### src/design/tllc_pkg.sv
// Shared widths, register indexes, reset values and pipeline control types.
package tllc_pkg;

  localparam int COORD_W        = 32;
  localparam int SCALE_W        = 48;
  localparam int SCALE_HALF_W   = 24;
  localparam int LVL_W          = 6;
  localparam int CFG_IDX_W      = 3;
  localparam int CFG_DATA_W     = 48;
  localparam int DEF_FULL_LEVEL = 32;

  localparam logic [COORD_W-1:0] MIN_RST       = '0;
  localparam logic [SCALE_W-1:0] SCALE_RST     = 48'd65536;
  localparam logic [LVL_W-1:0]   MIN_LEVEL_RST = 6'd0;
  localparam logic [LVL_W-1:0]   MAX_LEVEL_RST = 6'd12;

  typedef enum logic [CFG_IDX_W-1:0] {
    CFG_MIN_X     = 3'd0,
    CFG_MIN_Y     = 3'd1,
    CFG_MIN_Z     = 3'd2,
    CFG_SCALE_X   = 3'd3,
    CFG_SCALE_Y   = 3'd4,
    CFG_SCALE_Z   = 3'd5,
    CFG_MIN_LEVEL = 3'd6,
    CFG_MAX_LEVEL = 3'd7
  } cfg_idx_e;

  // Load enables of the three fraction stages.
  typedef struct packed {
    logic s1;
    logic s2;
    logic s3;
  } frac_en_t;

endpackage

### src/design/tllc_coord_frac.sv
// Three-stage grid fraction unit for one coordinate: offset, products, saturate.
module tllc_coord_frac #(
  parameter int FRAC_W = tllc_pkg::DEF_FULL_LEVEL
) (
  input  logic                              clk_i,
  input  tllc_pkg::frac_en_t                en_i,
  input  logic [tllc_pkg::COORD_W-1:0]      pos_i,
  input  logic [tllc_pkg::COORD_W-1:0]      minimum_i,
  input  logic [tllc_pkg::SCALE_W-1:0]      scale_i,
  output logic [FRAC_W-1:0]                 frac_o
);
  import tllc_pkg::*;

  localparam int PROD_W = COORD_W + SCALE_HALF_W;
  localparam int SUM_W  = COORD_W + 9;

  logic [COORD_W:0]        diff;
  logic [COORD_W-1:0]      off_d, off_q;
  logic [PROD_W-1:0]       hi_d, hi_q, lo_d, lo_q;
  logic [SUM_W-1:0]        sum;
  logic                    sat;
  logic [COORD_W-1:0]      frac32;
  logic [FRAC_W-1:0]       frac_d, frac_q;

  // Offset from the box minimum, clamped at zero.
  assign diff  = {pos_i[COORD_W-1], pos_i} - {minimum_i[COORD_W-1], minimum_i};
  assign off_d = diff[COORD_W] ? '0 : diff[COORD_W-1:0];

  // Split 32x48 product into two 32x24 halves.
  assign hi_d = PROD_W'(off_q) * PROD_W'(scale_i[SCALE_W-1:SCALE_HALF_W]);
  assign lo_d = PROD_W'(off_q) * PROD_W'(scale_i[SCALE_HALF_W-1:0]);

  // Recombine as (hi << 8) + (lo >> 16) and saturate to 32 bits.
  assign sum    = SUM_W'({hi_q[SCALE_HALF_W-1:0], 8'd0}) + SUM_W'(lo_q[PROD_W-1:16]);
  assign sat    = (|hi_q[PROD_W-1:SCALE_HALF_W]) || (|sum[SUM_W-1:COORD_W]);
  assign frac32 = sat ? '1 : sum[COORD_W-1:0];
  assign frac_d = frac32[COORD_W-1 -: FRAC_W];

  always_ff @(posedge clk_i) begin
    if (en_i.s1) begin
      off_q <= off_d;
    end
    if (en_i.s2) begin
      hi_q <= hi_d;
      lo_q <= lo_d;
    end
    if (en_i.s3) begin
      frac_q <= frac_d;
    end
  end

  assign frac_o = frac_q;

endmodule

### config.mk
export PLATFORM = sky130hd
export DESIGN_NAME = tllc_coord_frac
export DESIGN_NICKNAME = d
export VERILOG_FILES = /design/src/design/tllc_pkg.sv /design/src/design/tllc_coord_frac.sv
export SDC_FILE = /design/constraint.sdc
export NUM_CORES = 2
export LEC_CHECK = 0
export BUFFER_PORTS_ARGS = -buffer_cell sky130_fd_sc_hd__buf_2
export CAP_MARGIN = 20
export CORE_MARGIN = 4
export CORE_UTILIZATION = 35
export DETAILED_ROUTE_END_ITERATION = 10
export GPL_TIMING_DRIVEN = 0
export REMOVE_ABC_BUFFERS = 1
export SLEW_MARGIN = 20
export SYNTH_ARGS = -nofsm -noshare
export SYNTH_HDL_FRONTEND = slang
export SYNTH_SLANG_ARGS = --single-unit
### constraint.sdc
create_clock -name clk_i -period 8.3 [get_ports clk_i]
set_clock_uncertainty 0.1 [all_clocks]
set_input_delay 1.245 -clock clk_i [delete_from_list [all_inputs] [get_ports clk_i]]
set_output_delay 1.245 -clock clk_i [all_outputs]
set_load 0.02 [all_outputs]
---- Word level (Yosys, flattened, before mapping) ----
Cells that the tools add are included.
cells by class
  $add $sub $neg .......................... 2
  multipliers ............................. 2
  reduce and logical (&&, ||, !) cells .... 3
operator list
  operator            count
  $mul A32 B24 Y56    2
  $add A32 B40 Y41    1
  $sub A32 B32 Y33    1
  $reduce_or A32 Y1   1
  $reduce_or A9 Y1    1
  $logic_or A1 B1 Y1  1
storage, ports and cells
  register bits ........................... 176
  output and inout bits ................... 32

---- Logic depth before layout (Yosys ltp) ----
  depth in word-level cells ............... 3
  depth in mapped cells ................... 27

---- Worst setup path after synthesis ----
OpenSTA, ideal clock, no wires.
  path kind ............................... input port to flip-flop
  start ................................... input port scale_i[33] (netlist bit)
  end ..................................... register hi_q[55], data pin
  setup time .............................. 150 ps
  arrival ................................. 7663 ps
  data required time ...................... 8050 ps
  slack ................................... 387 ps
  stages on the path ...................... 25
  path buffers ............................ 2
  cell sequence ........................... clkbuf_1 nand2_1 fa_1 inv_1 fa_1 inv_1 fa_1 inv_1 fa_1 fa_1 fa_1 inv_1 fa_1 inv_1 ha_1 buf_6 a21o_1 a21o_1 a221oi_2 o21ai_1 nor4_2 o31ai_1 a311o_1 mux2_4 nor3_2
on the way
  longest elaborated chain between the ends .. 1
ends and longest elaborated chain
  element               RTL line               text
  start, declared       tllc_coord_frac.sv:9   input logic [tllc_pkg::SCALE_W-1:0] scale_i,
  $mul A32 B24 Y56      tllc_coord_frac.sv:30  assign hi_d = PROD_W'(off_q) * PROD_W'(scale_i[SCALE_W-1:SCALE_HALF_W]);
  net hi_d[55]          tllc_coord_frac.sv:19  logic [PROD_W-1:0] hi_d, hi_q, lo_d, lo_q;
  end signal, assigned  tllc_coord_frac.sv:44  hi_q <= hi_d;
  end, declared         tllc_coord_frac.sv:19
The timed path passes the listed nets, and every way through them passes these cells.
A chain may end at the register's enable or synchronous reset.

---- Final worst setup path ----
  start ................................... input port scale_i[45] (netlist bit)
  end ..................................... register hi_q[55], data pin
The elaborated chain is that of the path after synthesis.

==> run metrics <==
outcome=completed; metal2 WL=74200 um; crit path from=scale_i[45]; Req. time, crit path=between 8000 and 9000 ps; total die area=0.1704 mm2; nets@finish=8117; Final Worst Setup Slack=143.9 ps; met1 WL=66220 um; largest cells by area after synthesis=fa_1 46%, inv_1 9.9%, ha_1 9.1%; cts hold-fix bufs=0; library cells used by synthesis=73; Hold Crit Class=flip-flop to flip-flop; average routed wire per standard cell=18.19 um; TritonRoute pass-1 iters=6; sequential area share after synthesis=8.378%; RSZ-0062 raised after global routing=true; Max FO, Critical Path=32; type of origin of the critical path=input pin; DRT iter0 DRCs=2561; All-Layer GR Usage=18.59%; mean post-synth cell area=9.085 um2; Synth Instances=6312; GRT overflow=0; Detail Placement HPWL=roughly 130000 um; core area=0.1628 mm2; YS warnings=0; first-pass GRT wire length=between 200000 and 250000 um; cell-by-cell listing of the critical path=buf_2, and2_1, fa_1, fa_1, fa_1, fa_1, fa_1, fa_1, inv_1, fa_1, inv_1, ha_1, a21oi_1, o21ai_1, a221oi_2, o21ai_4, nor4_4, buf_4, o31ai_2, a311o_1, mux2_4, nor3_2; Final min period=8156 ps; Top Layer Used=met5; CTS tree=built; maxcap violations=0; slowest cell on the critical path=fa_1; Rows=148; CTS buffer count=17; Vias per Instance=a little under 5; Die Span Y=412.8 um; vias in the first global route=roughly 45k; most frequent cell after synthesis=inv_1; Max Fclk=122.6 MHz; Sink Count=160; async set-reset flop share out of synthesis=0%; synth cell count leaders=1515 x inv_1, 1317 x fa_1, 892 x nand2_1; Fin. Hold Viols=0; Synth top area share=45.97%; Post-synth top flop=edfxtp_1; largest net degree at the start of global routing=65; Top Ports=148; Die W=approximately 410 um; Worst R2R Start=off_q[16]; Max clock buf depth=2; Final Cycle Share=a little over nine tenths; max-slew violations=0; initial antenna violation count=8; Routed Antenna Nets=0; Worst Setup End Kind=flip-flop; drt drc=0; area leader, netlist=fa_1; clock transition at the registers of the reported paths=80 ps; Mapped Area=roughly 0.057 mm2; routed wl met3=approximately 9500 um; FF/Latch Area=0.004805 mm2; area added between synthesis and finish=8.867%; Vias=roughly 42k; Initial Utilization=between 30% and 40%; Fill cells=16.30k; Worst EP arrival=8410 ps; number of synthesized register bits=160; final setup vio count=0; Total Wirelength=around 150000 um; H-tree depth=4; Clock Tree Root=clkbuf_16; HP Start=lo_q[19]; Crit path largest cell delay=560 ps; Max transition margin=16.70%; number of flops mapped to enable cells by yosys=160; Worst-Skew Late Latency=520 ps; WHS=approximately 400 ps; most frequent cell on the critical path=fa_1; routability cong.=0.8722; IO buf count=147; multi-input logic area=0.04577 mm2; critical path class=input pin to flip-flop; pre-CTS setup slack=-1313 ps; layout cell share with drive strength beyond 1=~5.6%; Worst-Margin Slew=1238 ps
-- cell type report --
| cell class | instances | share of cell area, % |
|---|---|---|
| tap | 2175 | 4.359 |
| clock buffer | 17 | 0.6814 |
| multi-input combinational | 4303 | 73.32 |
| sequential | 160 | 7.696 |
| inverter | 1515 | 9.109 |
| antenna | 2 | 0.008016 |
| timing repair buffer | 271 | 4.615 |
| clock inverter | 14 | 0.2144 |
-- flip-flops by register name, indices dropped and copies added, names as in the netlist --
name    count
hi_q       56
lo_q       40
frac_o     32
off_q      32
-- per-layer routing --
| layer | GRT usage (%) | up-vias |
|---|---|---|
| met4 | 4.989 | 2 |
| met2 | 30.96 | 1230 |
| met5 | 0 | - |
| met1 | 25.39 | 21780 |
| li1 | - | 18510 |
| met3 | 2.667 | 188 |
-- metrics by stage --
step                      utilization, %  area (um2)  setup TNS, ps  cells
after global routing               38.35       62430         -227.4   8455
after CTS                          38.18       62140              0   8442
after floorplan                        -       56060              0   5978
after global placement             36.57       59520         -49170   8300
after detailed placement           37.68       61330         -35390   8401
final                              38.36       62430              0   8457
-- logic make-up (layout without fill, tap and decap cells) --
kind of cell             after synthesis  count (layout)  synth area share, %
multiplexers                           3               3              0.06108
flip-flops                           160             160                8.378
XOR/XNOR                             132             132                2.016
other                                  0               2                    0
adder cells (fa/ha/maj)             1733            1733                55.05
AND/OR/NAND/NOR                     1962            1962                17.02
AO/OA/AOI/OAI                        473             473                5.319
buffers and inverters               1849            1817                12.16
-- timing repair --
action | 4_1_cts | 5_1_grt
setup endpoints to repair | 33 | 28
resized for setup | 59 | 43
setup buffers | 10 | 13
pin swaps | 3 | 6
-- placed cells by master, fill, tap and decap left out, types with 20 or more instances in the layout --
cell type / instances
inv_1: 1515
fa_1: 1317
nand2_1: 892
and2_1: 774
ha_1: 413
edfxtp_1: 160
a21oi_1: 152
nor2_1: 107
buf_2: 103
buf_8: 79
xnor2_1: 78
o21ai_0: 77
a21o_1: 59
xor2_1: 54
buf_4: 42
nand3_1: 33
nand4_1: 29
o21a_1: 26
buf_16: 22
and3_1: 21
nand2b_1: 20
-- worst max-delay path, delay by kind of cell --
kind	cells	cell delay [ps]
buffers and inverters	4	790
adder cells (fa/ha/maj)	8	3720
AO/OA/AOI/OAI	6	1550
AND/OR/NAND/NOR	3	740
multiplexers	1	310
-- final timing paths --
kind,to,slack [ps],cells past startpoint
setup reg to reg,hi_q[55],170,24
setup / recovery,hi_q[55],140,22
hold / removal,frac_o[3],400,1
hold reg to reg,frac_o[3],400,1
Power is not shown: default switching activity piles up to over one toggle a cycle in this logic, so the estimate is an artifact.
